## config.mk

```make
export PLATFORM = sky130hd
export DESIGN_NAME = gbjf_mul
export DESIGN_NICKNAME = d
export VERILOG_FILES = /design/src/hw/rtl/gbjf_pkg.sv /design/src/hw/rtl/gbjf_mul.sv
export SDC_FILE = /design/constraint.sdc
export NUM_CORES = 2
export LEC_CHECK = 0
export BUFFER_PORTS_ARGS = -buffer_cell sky130_fd_sc_hd__buf_2
export CORE_MARGIN = 5
export CORE_UTILIZATION = 40
export DETAILED_ROUTE_END_ITERATION = 16
export MAX_ROUTING_LAYER = met4
export PLACE_DENSITY = 0.64
export REMOVE_ABC_BUFFERS = 1
export SYNTH_ARGS = -nofsm -noshare
export SYNTH_HDL_FRONTEND = slang
export SYNTH_SLANG_ARGS = --single-unit
```

## constraint.sdc

```tcl
create_clock -name clock -period 8.57 [get_ports clock]
set_input_delay 0.857 -clock clock [delete_from_list [all_inputs] [get_ports clock]]
set_output_delay 0.857 -clock clock [all_outputs]
set_load 0.03 [all_outputs]
```

## src/hw/rtl/gbjf_pkg.sv

```systemverilog
// ----------------------------------------------------------------------------
// gbjf_pkg
// shared types, constants and the arctangent table of the base jump filter
// ----------------------------------------------------------------------------
package gbjf_pkg;

   localparam int XW       = 36;   // cordic datapath width
   localparam int MW       = 34;   // multiplier operand width
   localparam int PW       = 2 * MW;
   localparam int SW       = 62;   // square root radicand width
   localparam int RW       = 31;   // square root result width
   localparam int ATAB_LEN = 48;
   localparam int ATAB_IW  = 6;
   localparam int CORDIC_ITER_DEFAULT = 32;

   localparam logic signed [XW-1:0] Q30_ONE     = 36'sd1073741824;
   localparam logic signed [XW-1:0] Q30_PI      = 36'sd3373259426;
   localparam logic signed [XW-1:0] Q30_HALF_PI = 36'sd1686629713;
   localparam logic signed [XW-1:0] CORDIC_KINV = 36'sd652032874;
   localparam logic signed [MW-1:0] DEG7_TO_RAD = 34'sd503056908;
   localparam logic signed [MW-1:0] EARTH_DIAM  = 34'sd12756274;
   localparam logic [24:0]          DIST_MAX    = 25'd20037509;
   localparam logic signed [30:0]   MIN_VALID_LAT = 31'sd1000000;
   localparam logic signed [31:0]   MIN_VALID_LNG = 32'sd1000000;
   localparam logic signed [30:0]   MIN_PRIOR     = 31'sd10000000;
   localparam logic [15:0]          LIMIT_RESET   = 16'd1000;

   typedef enum logic [1:0] {
      OP_UPDATE = 2'd0,
      OP_LOCK   = 2'd1,
      OP_UNLOCK = 2'd2,
      OP_NONE   = 2'd3
   } op_type;

   typedef enum logic [1:0] {
      ST_ACCEPT  = 2'd0,
      ST_INVALID = 2'd1,
      ST_JUMP    = 2'd2,
      ST_NOP     = 2'd3
   } status_type;

   typedef struct packed {
      logic load;
      logic vectoring;
   } cordic_ctrl_type;

   typedef struct packed {
      logic busy;
      logic done;
   } cordic_stat_type;

   typedef enum logic [12:0] {
      S_IDLE      = 13'b0000000000001,
      S_RAD_MUL   = 13'b0000000000010,
      S_RAD_FIX   = 13'b0000000000100,
      S_ROT_WAIT  = 13'b0000000001000,
      S_PROD_MUL  = 13'b0000000010000,
      S_PROD_WB   = 13'b0000000100000,
      S_SQRT_GO   = 13'b0000001000000,
      S_SQRT_WAIT = 13'b0000010000000,
      S_VEC_GO    = 13'b0000100000000,
      S_VEC_WAIT  = 13'b0001000000000,
      S_DIST_MUL  = 13'b0010000000000,
      S_DIST_FIX  = 13'b0100000000000,
      S_FINISH    = 13'b1000000000000
   } fsm_type;

   // atan(2^-i) in q30
   function automatic logic signed [XW-1:0] atab_value(input logic [ATAB_IW-1:0] idx);
      logic signed [XW-1:0] v;
      case (idx)
         6'd0:  v = 36'sd843314856;
         6'd1:  v = 36'sd497837829;
         6'd2:  v = 36'sd263043836;
         6'd3:  v = 36'sd133525158;
         6'd4:  v = 36'sd67021686;
         6'd5:  v = 36'sd33543515;
         6'd6:  v = 36'sd16775850;
         6'd7:  v = 36'sd8388437;
         6'd8:  v = 36'sd4194282;
         6'd9:  v = 36'sd2097149;
         6'd10: v = 36'sd1048575;
         6'd11: v = 36'sd524287;
         6'd12: v = 36'sd262143;
         6'd13: v = 36'sd131071;
         6'd14: v = 36'sd65535;
         6'd15: v = 36'sd32767;
         6'd16: v = 36'sd16383;
         6'd17: v = 36'sd8191;
         6'd18: v = 36'sd4095;
         6'd19: v = 36'sd2047;
         6'd20: v = 36'sd1023;
         6'd21: v = 36'sd511;
         6'd22: v = 36'sd255;
         6'd23: v = 36'sd127;
         6'd24: v = 36'sd63;
         6'd25: v = 36'sd31;
         6'd26: v = 36'sd15;
         6'd27: v = 36'sd7;
         6'd28: v = 36'sd3;
         6'd29: v = 36'sd1;
         default: v = '0;
      endcase
      return v;
   endfunction

endpackage

```

## src/hw/rtl/gbjf_mul.sv

```systemverilog
// ----------------------------------------------------------------------------
// gbjf_mul
// shared signed multiplier with registered product
// ----------------------------------------------------------------------------
module gbjf_mul
   import gbjf_pkg::*;
(
   input  logic                 clock,
   input  logic signed [MW-1:0] a_in,
   input  logic signed [MW-1:0] b_in,
   output logic signed [PW-1:0] p_out
);

   logic signed [PW-1:0] p_ff;

   always_ff @(posedge clock) begin
      p_ff <= a_in * b_in;
   end

   assign p_out = p_ff;

endmodule

```

==> results.yml <==
drt:
  drt_iter0_drc: 1496
  viasPerCell: 4.94
  wl_per_cell_um: 19.1
  postRouteAntennaNets: 0
  via_count: 29834
  wl_um: 115000
  drt_pass1_iterations: 5
  drc: 0
synthesis:
  yosysTopAreaCell: "fa_1"
  synthFlopType: "dfxtp_1"
  ys.warnings.count: 0
  synth_cell_types: 69
  synthTopCellsByArea: "fa_1 (58%), inv_1 (11%), and2_1 (9.0%)"
  synth_top_cell_area_share_pct: 57.7
  yosysSeqAreaShare_pct: 3.16
  synth_most_common_cell: "fa_1"
  syn_inst: 4554
  synth_seq_cells: 68
  synth.cell_area_sq_um: 43000
  synth_edf_count: 0
  synth_common_cells: "fa_1 (1,241), inv_1 (1,231), and2_1 (621)"
  async_flop_share_pct: 0
  avgSynthCellArea_sq_um: 9.45
worst_setup_path:
  cp-start-kind: "input pin"
  crit_arrival_ns: 8.59
  critPathKind: "in -> reg"
  crit_path_end_kind: "register"
  cp.required_ns: 8.85
  path_max_fanout: 27
sta:
  final.min_clock_period_ns: 8.30
  finalSetupViolations: 0
  worst_slew_pin_slew_ns: 0.976
  rsz0062_at_grt: "false"
  timing.final.crit_share_pct: 96.9
  relSlewSlack_pct: 34.8
  setup_slack_ns: 0.267
  hold_viol: 0
  clock.fmax_ghz: 0.120
  slew_violations: 0
floorplanning:
  dieArea_sq_um: 114000
  num_rows: 120
  core_area_sq_um: 107000
  ios: 137
  die_h_um: 338
  die_w_um: 338
  initial_core_util_pct: 40.2
hold_path:
  min_from: "b_in[0]"
  min_path_type: "in -> reg"
  hold_end: "p_out[0]"
  hold_depth: 3
grt:
  antenna_found_initial: 12
  gr-total-overflow: 0
  grtUsageTotal_pct: 22.0
  grt_pass1_wl_um: 188000
  grt_pass1_vias: 33054
  busiest_layer: "met2"
  grt_max_degree: 35
  grt_use_met1_pct: 26.1
  globalRouteMet3Util_pct: 1.81
  met2_usage_pct: 38.9
run_status:
  status: "finished, final reports clean"
placed_design:
  pre_cts_slack_ns: -0.0282
  gp_congestion: 0.910
  hpwl_um: 103000
  port_buffers: 136
  placed_area_sq_um: 45800
clock_tree:
  cts_buffer_depth: 2
  hold_buffers: 0
  root_buffer: "clkbuf_16"
  cts_tree: "yes"
  cts.sinks: 68
  cts_max_level: 3
  cts_made_buffers: 9
  clk_pin_slew_ns: 0.06
layout:
  synthToLayoutAreaGrowth_pct: 6.99
  finish.utilization_pct: 43.1
  nNetsFinal: 6142
  drive_above_1_share_pct: 7.30
  largest_register_ffs: 68
  fin_area_sq_um: 46000
  fillers: 10441
flow_run:
  max_cap_violations: 0
==> kinds of logic after synthesis <==
| family | share of synthesized area, % |
|---|---|
| AOI/OAI and AO/OA | 3.35 |
| buffers and inverters | 12.8 |
| adders and majority gates | 63.7 |
| and+or+nand+nor | 15.4 |
| DFF | 3.16 |
| xor gates and xnor gates | 1.61 |
==> cell type report <==
class	instances	area (sq um)	area share, %
well taps	1403	1760	3.81
clock inverters	6	41.3	0.0897
multi-input cells	3026	36100	78.5
inverters	1232	4620	10.0
repair buffers	291	1870	4.07
diodes	6	15.0	0.0326
flip-flops and latches	68	1360	2.96
clock buffers	9	225	0.489
==> through the flow <==
stage          std cells  hold WS [ns]  TNS [ns]
2_1_floorplan       4326         0.979         0
3_3_place_gp        6020          1.29         0
3_5_place_dp        6020          1.29   -0.0282
4_1_cts             6035          1.19         0
5_1_grt             6041          1.20         0
6_report            6041          1.21         0
==> layout by cell type (no fill, tap or decap), drive strengths merged, types with 7 or more instances in the layout <==
cell type	synthesis	routed
nor2b	9	9
fa	1241	1241
a31oi	10	10
nor2	56	56
nand3	11	11
nand2	542	542
o21bai	12	12
a21o	37	37
clkbuf	217	10
and3	8	8
dfxtp	68	68
a21oi	63	63
buf	9	290
nand4	11	11
xor2	23	23
ha	204	204
o21ai	41	41
xnor2	56	56
and2	623	623
a211oi	7	7
nand2b	20	20
inv	1231	1232
==> worst max path at each step <==
stage	start	to	cells after the start
after global placement	b_in[10]	p_out[66]	23
after CTS	b_in[10]	p_out[66]	23
after floorplan	a_in[33]	p_out[66]	22
after detailed placement	b_in[10]	p_out[66]	23
after global routing	b_in[8]	p_out[65]	26
final	a_in[32]	p_out[66]	27
==> routing by layer <==
metal  share of wire (%)  wire, um  vias up
met5                   0         0        -
li1                    -         -    12937
met1                  37     43000    15866
met4                 4.9      5590        0
met2                  53     61600      831
met3                 4.4      5020      200
==> timing repair <==
item / 4_1_cts / 5_1_grt
setup endpoints to repair: 0 / 2
endpoints found under the hold margin: 0 / 0
setup buffers: 0 / 0
resized for setup: 0 / 1
==> critical path: stages <==
cell and delay (ns):
buf_2 0.22, buf_4 0.37, nand2_1 0.14, fa_1 0.57, inv_1 0.06, fa_1 0.55, inv_1 0.06, fa_1 0.54
inv_1 0.06, fa_1 0.48, fa_1 0.61, fa_1 0.45, fa_1 0.50, inv_1 0.05, fa_1 0.47, inv_1 0.04
ha_1 0.28, a21o_1 0.18, a21o_1 0.17, a21oi_1 0.17, o21ai_0 0.17, a221oi_1 0.47, o41ai_1 0.23, a31oi_4 0.33
o31ai_4 0.14, a221oi_2 0.26, xnor2_1 0.14
Power is left out: the tool's default activity adds up to more than one toggle a clock period on the data nets, which glitch-free logic cannot reach.
