[config.mk]
export PLATFORM = sky130hd
export DESIGN_NAME = gbjf_cordic
export DESIGN_NICKNAME = d
export VERILOG_FILES = /design/src/hw/rtl/gbjf_pkg.sv /design/src/hw/rtl/gbjf_cordic.sv
export SDC_FILE = /design/constraint.sdc
export NUM_CORES = 1
export LEC_CHECK = 0
export ABC_AREA = 1
export BUFFER_PORTS_ARGS = -buffer_cell sky130_fd_sc_hd__clkbuf_2
export CORE_MARGIN = 2
export CORE_UTILIZATION = 45
export DETAILED_ROUTE_END_ITERATION = 12
export SYNTH_ARGS = -nofsm -noshare
export SYNTH_HDL_FRONTEND = slang
export SYNTH_SLANG_ARGS = --single-unit
[constraint.sdc]
create_clock -name clock -period 5.17 [get_ports clock]
set_clock_uncertainty 0.15 [all_clocks]
set_input_delay 0 -clock clock [delete_from_list [all_inputs] [get_ports clock]]
set_output_delay 0 -clock clock [all_outputs]
set_load 0.03 [all_outputs]
[src/hw/rtl/gbjf_pkg.sv]
// ----------------------------------------------------------------------------
// gbjf_pkg
// shared types, constants and the arctangent table of the base jump filter
// ----------------------------------------------------------------------------
package gbjf_pkg;

   localparam int XW       = 36;   // cordic datapath width
   localparam int MW       = 34;   // multiplier operand width
   localparam int PW       = 2 * MW;
   localparam int SW       = 62;   // square root radicand width
   localparam int RW       = 31;   // square root result width
   localparam int ATAB_LEN = 48;
   localparam int ATAB_IW  = 6;
   localparam int CORDIC_ITER_DEFAULT = 32;

   localparam logic signed [XW-1:0] Q30_ONE     = 36'sd1073741824;
   localparam logic signed [XW-1:0] Q30_PI      = 36'sd3373259426;
   localparam logic signed [XW-1:0] Q30_HALF_PI = 36'sd1686629713;
   localparam logic signed [XW-1:0] CORDIC_KINV = 36'sd652032874;
   localparam logic signed [MW-1:0] DEG7_TO_RAD = 34'sd503056908;
   localparam logic signed [MW-1:0] EARTH_DIAM  = 34'sd12756274;
   localparam logic [24:0]          DIST_MAX    = 25'd20037509;
   localparam logic signed [30:0]   MIN_VALID_LAT = 31'sd1000000;
   localparam logic signed [31:0]   MIN_VALID_LNG = 32'sd1000000;
   localparam logic signed [30:0]   MIN_PRIOR     = 31'sd10000000;
   localparam logic [15:0]          LIMIT_RESET   = 16'd1000;

   typedef enum logic [1:0] {
      OP_UPDATE = 2'd0,
      OP_LOCK   = 2'd1,
      OP_UNLOCK = 2'd2,
      OP_NONE   = 2'd3
   } op_type;

   typedef enum logic [1:0] {
      ST_ACCEPT  = 2'd0,
      ST_INVALID = 2'd1,
      ST_JUMP    = 2'd2,
      ST_NOP     = 2'd3
   } status_type;

   typedef struct packed {
      logic load;
      logic vectoring;
   } cordic_ctrl_type;

   typedef struct packed {
      logic busy;
      logic done;
   } cordic_stat_type;

   typedef enum logic [12:0] {
      S_IDLE      = 13'b0000000000001,
      S_RAD_MUL   = 13'b0000000000010,
      S_RAD_FIX   = 13'b0000000000100,
      S_ROT_WAIT  = 13'b0000000001000,
      S_PROD_MUL  = 13'b0000000010000,
      S_PROD_WB   = 13'b0000000100000,
      S_SQRT_GO   = 13'b0000001000000,
      S_SQRT_WAIT = 13'b0000010000000,
      S_VEC_GO    = 13'b0000100000000,
      S_VEC_WAIT  = 13'b0001000000000,
      S_DIST_MUL  = 13'b0010000000000,
      S_DIST_FIX  = 13'b0100000000000,
      S_FINISH    = 13'b1000000000000
   } fsm_type;

   // atan(2^-i) in q30
   function automatic logic signed [XW-1:0] atab_value(input logic [ATAB_IW-1:0] idx);
      logic signed [XW-1:0] v;
      case (idx)
         6'd0:  v = 36'sd843314856;
         6'd1:  v = 36'sd497837829;
         6'd2:  v = 36'sd263043836;
         6'd3:  v = 36'sd133525158;
         6'd4:  v = 36'sd67021686;
         6'd5:  v = 36'sd33543515;
         6'd6:  v = 36'sd16775850;
         6'd7:  v = 36'sd8388437;
         6'd8:  v = 36'sd4194282;
         6'd9:  v = 36'sd2097149;
         6'd10: v = 36'sd1048575;
         6'd11: v = 36'sd524287;
         6'd12: v = 36'sd262143;
         6'd13: v = 36'sd131071;
         6'd14: v = 36'sd65535;
         6'd15: v = 36'sd32767;
         6'd16: v = 36'sd16383;
         6'd17: v = 36'sd8191;
         6'd18: v = 36'sd4095;
         6'd19: v = 36'sd2047;
         6'd20: v = 36'sd1023;
         6'd21: v = 36'sd511;
         6'd22: v = 36'sd255;
         6'd23: v = 36'sd127;
         6'd24: v = 36'sd63;
         6'd25: v = 36'sd31;
         6'd26: v = 36'sd15;
         6'd27: v = 36'sd7;
         6'd28: v = 36'sd3;
         6'd29: v = 36'sd1;
         default: v = '0;
      endcase
      return v;
   endfunction

endpackage

[src/hw/rtl/gbjf_cordic.sv]
// ----------------------------------------------------------------------------
// gbjf_cordic
// shared cordic, rotation mode for sine and cosine, vectoring mode for atan2
// ----------------------------------------------------------------------------
module gbjf_cordic
   import gbjf_pkg::*;
#(
   parameter int ITERATIONS = CORDIC_ITER_DEFAULT
)(
   input  logic                 clock,
   input  logic                 reset,
   input  cordic_ctrl_type      ctrl,
   input  logic signed [XW-1:0] x_in,
   input  logic signed [XW-1:0] y_in,
   input  logic signed [XW-1:0] z_in,
   output cordic_stat_type      stat,
   output logic signed [XW-1:0] sin_out,
   output logic signed [XW-1:0] cos_out,
   output logic signed [XW-1:0] angle_out
);

   localparam int CW = $clog2(ITERATIONS);
   localparam logic [CW-1:0] LAST = CW'(ITERATIONS - 1);

   logic signed [XW-1:0] x_ff, y_ff, z_ff;
   logic                 neg_ff, vec_ff, busy_ff, done_ff;
   logic [CW-1:0]        iter_ff;
   logic signed [XW-1:0] dx, dy, a;
   logic                 sigma;

   assign dx    = y_ff >>> iter_ff;
   assign dy    = x_ff >>> iter_ff;
   assign a     = atab_value(ATAB_IW'(iter_ff));
   // rotate towards z = 0 or towards y = 0
   assign sigma = vec_ff ? !(y_ff > 0) : (z_ff >= 0);

   always_ff @(posedge clock) begin
      if (reset) begin
         busy_ff <= 1'b0;
         done_ff <= 1'b0;
      end else begin
         done_ff <= 1'b0;
         if (ctrl.load) begin
            busy_ff <= 1'b1;
         end else if (busy_ff && iter_ff == LAST) begin
            busy_ff <= 1'b0;
            done_ff <= 1'b1;
         end
      end
   end

   always_ff @(posedge clock) begin
      if (ctrl.load) begin
         iter_ff <= '0;
         vec_ff  <= ctrl.vectoring;
         if (ctrl.vectoring) begin
            x_ff   <= x_in;
            y_ff   <= y_in;
            z_ff   <= '0;
            neg_ff <= 1'b0;
         end else begin
            x_ff <= CORDIC_KINV;
            y_ff <= '0;
            // fold into the right half plane
            if (z_in > Q30_HALF_PI) begin
               z_ff   <= z_in - Q30_PI;
               neg_ff <= 1'b1;
            end else if (z_in < -Q30_HALF_PI) begin
               z_ff   <= z_in + Q30_PI;
               neg_ff <= 1'b1;
            end else begin
               z_ff   <= z_in;
               neg_ff <= 1'b0;
            end
         end
      end else if (busy_ff) begin
         iter_ff <= iter_ff + CW'(1);
         if (sigma) begin
            x_ff <= x_ff - dx;
            y_ff <= y_ff + dy;
            z_ff <= z_ff - a;
         end else begin
            x_ff <= x_ff + dx;
            y_ff <= y_ff - dy;
            z_ff <= z_ff + a;
         end
      end
   end

   assign stat.busy = busy_ff;
   assign stat.done = done_ff;
   assign sin_out   = neg_ff ? -y_ff : y_ff;
   assign cos_out   = neg_ff ? -x_ff : x_ff;
   assign angle_out = z_ff;

endmodule

==> results_dict.tcl, run 1 <==
set metrics [dict create \
    root_buffer "clkbuf_16" \
    cpMaxStageDelayCell "dfxtp_4" \
    start_kind "register" \
    cp.required_ns 5.27 \
    drive_gt1_share_pct 12.2 \
    critPathCaptureType "register" \
    antenna_found_initial 0 \
    synth.distinct_cells 70 \
    synth_seq_area_share_pct 17.8 \
    grt_pass1_wl_mm 144 \
    synth_nets 4083 \
    core_sq_um 50000 \
    final_max_slew_viol_count 0 \
    gr-total-overflow 0 \
    dr.pass1.iters 6 \
    crit_start "iter_ff[0]" \
    reg2reg_slack_ns 0.16 \
    num_rows 82 \
    synth-seq-cells 147 \
    cp.arrival_ns 5.11 \
    synth_ff_type "edfxtp_1" \
    nNetsFinal 4402 \
    start_util_pct 45.4 \
    syn_area_sq_um 22700 \
    fmax_ghz 0.200 \
    area_growth_pct 18.6 \
    via_per_inst 5.70 \
    drt-total-wl_mm 94.6 \
    cts.path.max_buffers 2 \
    die_w_um 229 \
    critPathKind "reg2reg" \
    setup_viol 0 \
    pre_cts_slack_ns -0.167 \
    grtUsageMet1_pct 45.9 \
    drv_cap 0 \
    p_leak_nw 13.1 \
    ir_drop_v 0.000415 \
    grt_util_met2_pct 58.8 \
    slowest_delay_ns 0.38 \
    ys_warn_count 0 \
    synthCells 3845 \
    io_buffers 221 \
    route.detailed.drc 0 \
    die_h_um 229 \
    track_usage_pct 34.9 \
    gp_congestion 1.02 \
    synth_area_leaders "nand2_1 17%, edfxtp_1 15%, nand3_1 12%" \
    drt-initial-drc-count 2851 \
    synth_edf_count 110 \
    seq_area_sq_um 4050 \
    ant_nets 0 \
    cts_buffers 17 \
    yosysMostFrequentCell "nand2_1" \
    grt_pass1_vias 25523 \
    wl_per_cell_um 19.5 \
    r2r_start "iter_ff[0]" \
    setup_ws_ns 0.164 \
    syn-mean-instance-area_sq_um 5.91 \
    clk_latency_ns 0.51 \
    hold_class "in2reg" \
    busiest_layer "met2" \
    cpMostUsedCell "nand2_1" \
    dpl.hpwl_mm 75.6 \
    finalCriticalPeriod_ns 5.01 \
    yosys.area.top_type_share_pct 17.2 \
    grt_max_degree 52 \
    rsz0062_at_grt "yes" \
    met3_usage_pct 4.75 \
    htreeDepth 4 \
    diodes 0 \
    synth_commonest_cells "1039 x nand2_1, 560 x nand3_1, 382 x nor2_1" \
    nFillCells 5400 \
    worstMarginPinSlew_ns 0.928 \
    power_density_nw_per_um2 766 \
    path_max_fanout 36 \
    hold_start "z_in[19]" \
    synth_top_area_cell "nand2_1" \
    ios 222 \
    relSlewSlack_pct 38.2 \
    clk_pin_slew_ns 0.08 \
    cts_tree "done" \
    timing.final.crit_share_pct 96.8 \
    multi_input_area_sq_um 16700 \
    run_status "finished, final reports clean" \
    hold_violations 0 \
    clock-sinks 147 \
    dp_cells 4700 \
    dieArea_sq_um 52300 \
    fin_cells 4849 \
    synthArstFlopShare_pct 0 \
    num_vias 27643 \
]
==> sequential cells by signal, indices dropped and copies added, names as in the netlist <==
signal / cells
angle_out: 36
x_ff: 36
y_ff: 36
a: 30
iter_ff: 5
busy_ff: 1
done_ff: 1
neg_ff: 1
vec_ff: 1
==> power by group <==
group	switching (W)	internal, W
registers	0.000742	0.00202
clock network	0.000642	0.000696
logic	0.0108	0.00576
==> layout by cell type (no fill, tap or decap), drive strengths merged, types with 8 or more instances in the layout <==
master	instances
xor2	135
o31ai	12
ha	123
o211ai	11
nand2	1052
dlygate4sd3	103
nand4	43
or2	28
nor3	57
inv	392
a211oi	8
a21oi	232
edfxtp	110
o21ai	266
o2111ai	8
a31oi	44
o221ai	8
o21a	16
o21bai	8
clkbuf	240
a21o	15
dfxtp	37
nand3	561
nor4	26
a22oi	8
buf	125
nor2	392
xnor2	57
==> routing by layer <==
metal / wire [um] / up-vias / part of all wire, %
met5: 0 / - / 0
met4: 3250 / 0 / 3.4
met3: 6230 / 177 / 6.6
met2: 44900 / 1138 / 47
met1: 40200 / 12708 / 42
li1: - / 13620 / -
==> final timing paths <==
check             cells after the start             to
hold reg to reg                       2        done_ff
hold / removal                        3  angle_out[19]
setup reg to reg                     29       x_ff[35]
setup / recovery                     29       x_ff[35]
==> kinds of logic after synthesis <==
group,count (synthesis),share of synthesized area (%)
simple gates,2177,41.4
compound gates,670,16.7
buf+inv,533,9.59
xor+xnor,192,7.44
flops,147,17.8
fa+ha+maj,126,7.04
==> critical path: cells and delay by family (launching register included) <==
kind            cells  cell delay, ns
xor+xnor            1            0.16
compound gates      2            0.33
buf+inv             3            0.35
flops               1            0.38
fa+ha+maj           2            0.53
simple gates       21            2.81
==> cell type report <==
type	instances	area share, %
multi-input cells	3165	62.1
flip-flops and latches	147	15.0
repair buffers	448	12.1
inverters	385	5.38
well taps	672	3.12
clock buffers	20	1.78
clock inverters	12	0.465
==> stage by stage <==
| stage | power [W] | hold WS, ns | instance area [sq um] | util, % | setup TNS, ns |
|---|---|---|---|---|---|
| after CTS | 0.0200 | 0.0189 | 26600 | 53.2 | 0 |
| after detailed placement | 0.0185 | 0.0474 | 24900 | 49.9 | -0.220 |
| final | 0.0206 | 0.0318 | 26900 | 53.9 | 0 |
| after global routing | 0.0224 | 0.0518 | 26900 | 53.9 | -0.212 |
| after floorplan | 0.0135 | -0.0737 | 22700 | - | 0 |
| after global placement | 0.0185 | 0.0481 | 24900 | 49.9 | -0.259 |
==> repair_timing <==
| action | CTS | global route |
|---|---|---|
| endpoints found under the setup margin | 6 | 42 |
| endpoints found under the hold margin | 104 | 0 |
| hold buffers | 103 | 0 |
| buffers inserted | 0 | 14 |
| pin swaps | 0 | 10 |
| gates resized for setup | 2 | 65 |
(Power assumes the default switching activity.)
==> inputs of run 2 (changes only) <==
CELL_PAD_IN_SITES_DETAIL_PLACEMENT = 1   (was default)
CELL_PAD_IN_SITES_GLOBAL_PLACEMENT = 1   (was default)
CORE_UTILIZATION = 43   (was 45)
PLACE_DENSITY_LB_ADDON = 0.1   (was default)
==> results_dict.tcl, run 2 (synthesis results as in run 1) <==
set metrics [dict create \
    layout_commonest_cell "nand2_1" \
    gr-total-overflow 0 \
    die_w_um 234 \
    clk_pin_slew_ns 0.08 \
    track_usage_pct 39.0 \
    dpl.hpwl_mm 85.8 \
    hold_ws_ns 0.0724 \
    power_density_nw_per_um2 828 \
    hold_violations 0 \
    drt-initial-drc-count 2275 \
    start_util_pct 43.4 \
    crit_buf_inv 1 \
    placed_cell_area_sq_um 25400 \
    gp_congestion 1.04 \
    relSlewSlack_pct 31.7 \
    cp_top_family "simple AND/OR/NAND/NOR gates" \
    wl_per_cell_um 22.1 \
    root_buffer "clkbuf_16" \
    ir_drop_v 0.000588 \
    dp_cells 4782 \
    hold_class "in2reg" \
    io_buffers 221 \
    core_sq_um 52300 \
    pre_cts_slack_ns 0.0463 \
    ios 222 \
    worstMarginPinSlew_ns 1.01 \
    fin_cells 4935 \
    clock-sinks 147 \
    p_leak_nw 13.5 \
    cpMaxStageDelayCell "edfxtp_1" \
    slowest_delay_ns 0.57 \
    cts.path.max_buffers 2 \
    cp.required_ns 5.28 \
    timing.final.crit_share_pct 97.0 \
    drive_gt1_share_pct 14.3 \
    antenna_found_initial 4 \
    setup_viol 0 \
    num_rows 84 \
    critPathKind "reg2reg" \
    path_max_fanout 5 \
    via_per_inst 5.91 \
    dr.pass1.iters 5 \
    ant_nets 0 \
    p_total_w 0.0229 \
    clk_latency_ns 0.52 \
    grt_pass1_wl_mm 164 \
    die_h_um 234 \
    route.detailed.drc 0 \
    start_kind "register" \
    final_area_sq_um 27700 \
    nFillCells 7430 \
    final_max_slew_viol_count 0 \
    setup_ws_ns 0.154 \
    grt_max_degree 66 \
    cts_tree "done" \
    cts_buffers 17 \
    dieArea_sq_um 54700 \
    run_status "finished, final reports clean" \
    htreeDepth 4 \
    nNetsFinal 4470 \
    cp.arrival_ns 5.12 \
    drv_cap 0 \
    drt-total-wl_mm 109 \
    layout_common_cells "1025 x nand2_1, 555 x nand3_1, 369 x nor2_1" \
    grt_pass1_vias 28513 \
    num_vias 29190 \
    finalCriticalPeriod_ns 5.02 \
    critPathCaptureType "register" \
    area_growth_pct 22.0 \
    fmax_ghz 0.199 \
]
run 2: cell types whose count changed in the layout (fill, tap and decap cells not counted), moves of 9 or more:
cell           delta
buf_4            +64
dlygate4sd3_1     +9
ha_1              -9
nor2_1           -10
run 2: worst paths after layout:
| path | start | to | slack (ns) | cells past startpoint |
|---|---|---|---|---|
| setup / recovery | y_ff[2] | x_ff[33] | 0.15 | 25 |
| hold / removal | z_in[2] | angle_out[2] | 0.07 | 5 |
| setup reg to reg | y_ff[2] | x_ff[33] | 0.15 | 25 |
| hold reg to reg | busy_ff | busy_ff | 0.61 | 2 |
run 2: where the power goes:
| part | total, W | internal, W | switching [W] |
|---|---|---|---|
| Clock | 0.00135 | 0.000655 | 0.000696 |
| Combinational | 0.0186 | 0.00656 | 0.0120 |
| Sequential | 0.00299 | 0.00203 | 0.000961 |
run 2: final cells by class:
cell class | count | area (sq um) | share of cell area (%)
antenna | 2 | 5.00 | 0.0181
clock buffer | 17 | 425 | 1.54
clock inverter | 15 | 174 | 0.628
inverter | 385 | 1450 | 5.24
multi-input combinational | 3165 | 17000 | 61.3
sequential | 147 | 4050 | 14.6
tap | 688 | 861 | 3.11
timing repair buffer | 516 | 3760 | 13.6
run 2: metrics by stage:
stage	setup TNS [ns]	utilization, %
6_report	0	52.9
5_1_grt	-0.320	52.9
4_1_cts	0	51.9
3_5_place_dp	0	48.6
3_3_place_gp	0	48.6
2_1_floorplan	0	-
run 2: worst reg2reg max path: stages (launching register included):
cell and delay, ns:
edfxtp_1 0.57, buf_4 0.24, nand2_1 0.06, nand3_1 0.12
nand3_1 0.13, nand3_1 0.09, nand2_1 0.10, nand2_1 0.09
nand2_2 0.09, ha_1 0.18, nand2_1 0.10, nor2_4 0.11
nand2_2 0.12, nor3_4 0.29, nand3_1 0.13, nand2_2 0.14
nand2_1 0.12, xnor2_2 0.29, ha_4 0.28, a21o_1 0.21
a21oi_1 0.18, o221ai_1 0.13, a21oi_1 0.15, nand3_1 0.15
or2_2 0.30, a32o_1 0.22
run 2: layer usage:
layer / routed length, um / share of wire (%) / up-vias / GRT usage (%)
li1: - / - / 13706 / -
met1: 46000 / 42 / 14173 / 50.0
met2: 50200 / 46 / 1063 / 63.7
met3: 8140 / 7.4 / 246 / 7.51
met4: 4900 / 4.5 / 2 / 17.1
met5: 13 / 0.012 / - / 0
run 2: what timing repair did:
action,in CTS,in global routing
endpoints found under the hold margin,110,0
buffers inserted,2,5
setup endpoints to repair,2,57
pin swaps,0,16
hold buffers,112,0
resized for setup,1,118
gates cloned,0,0
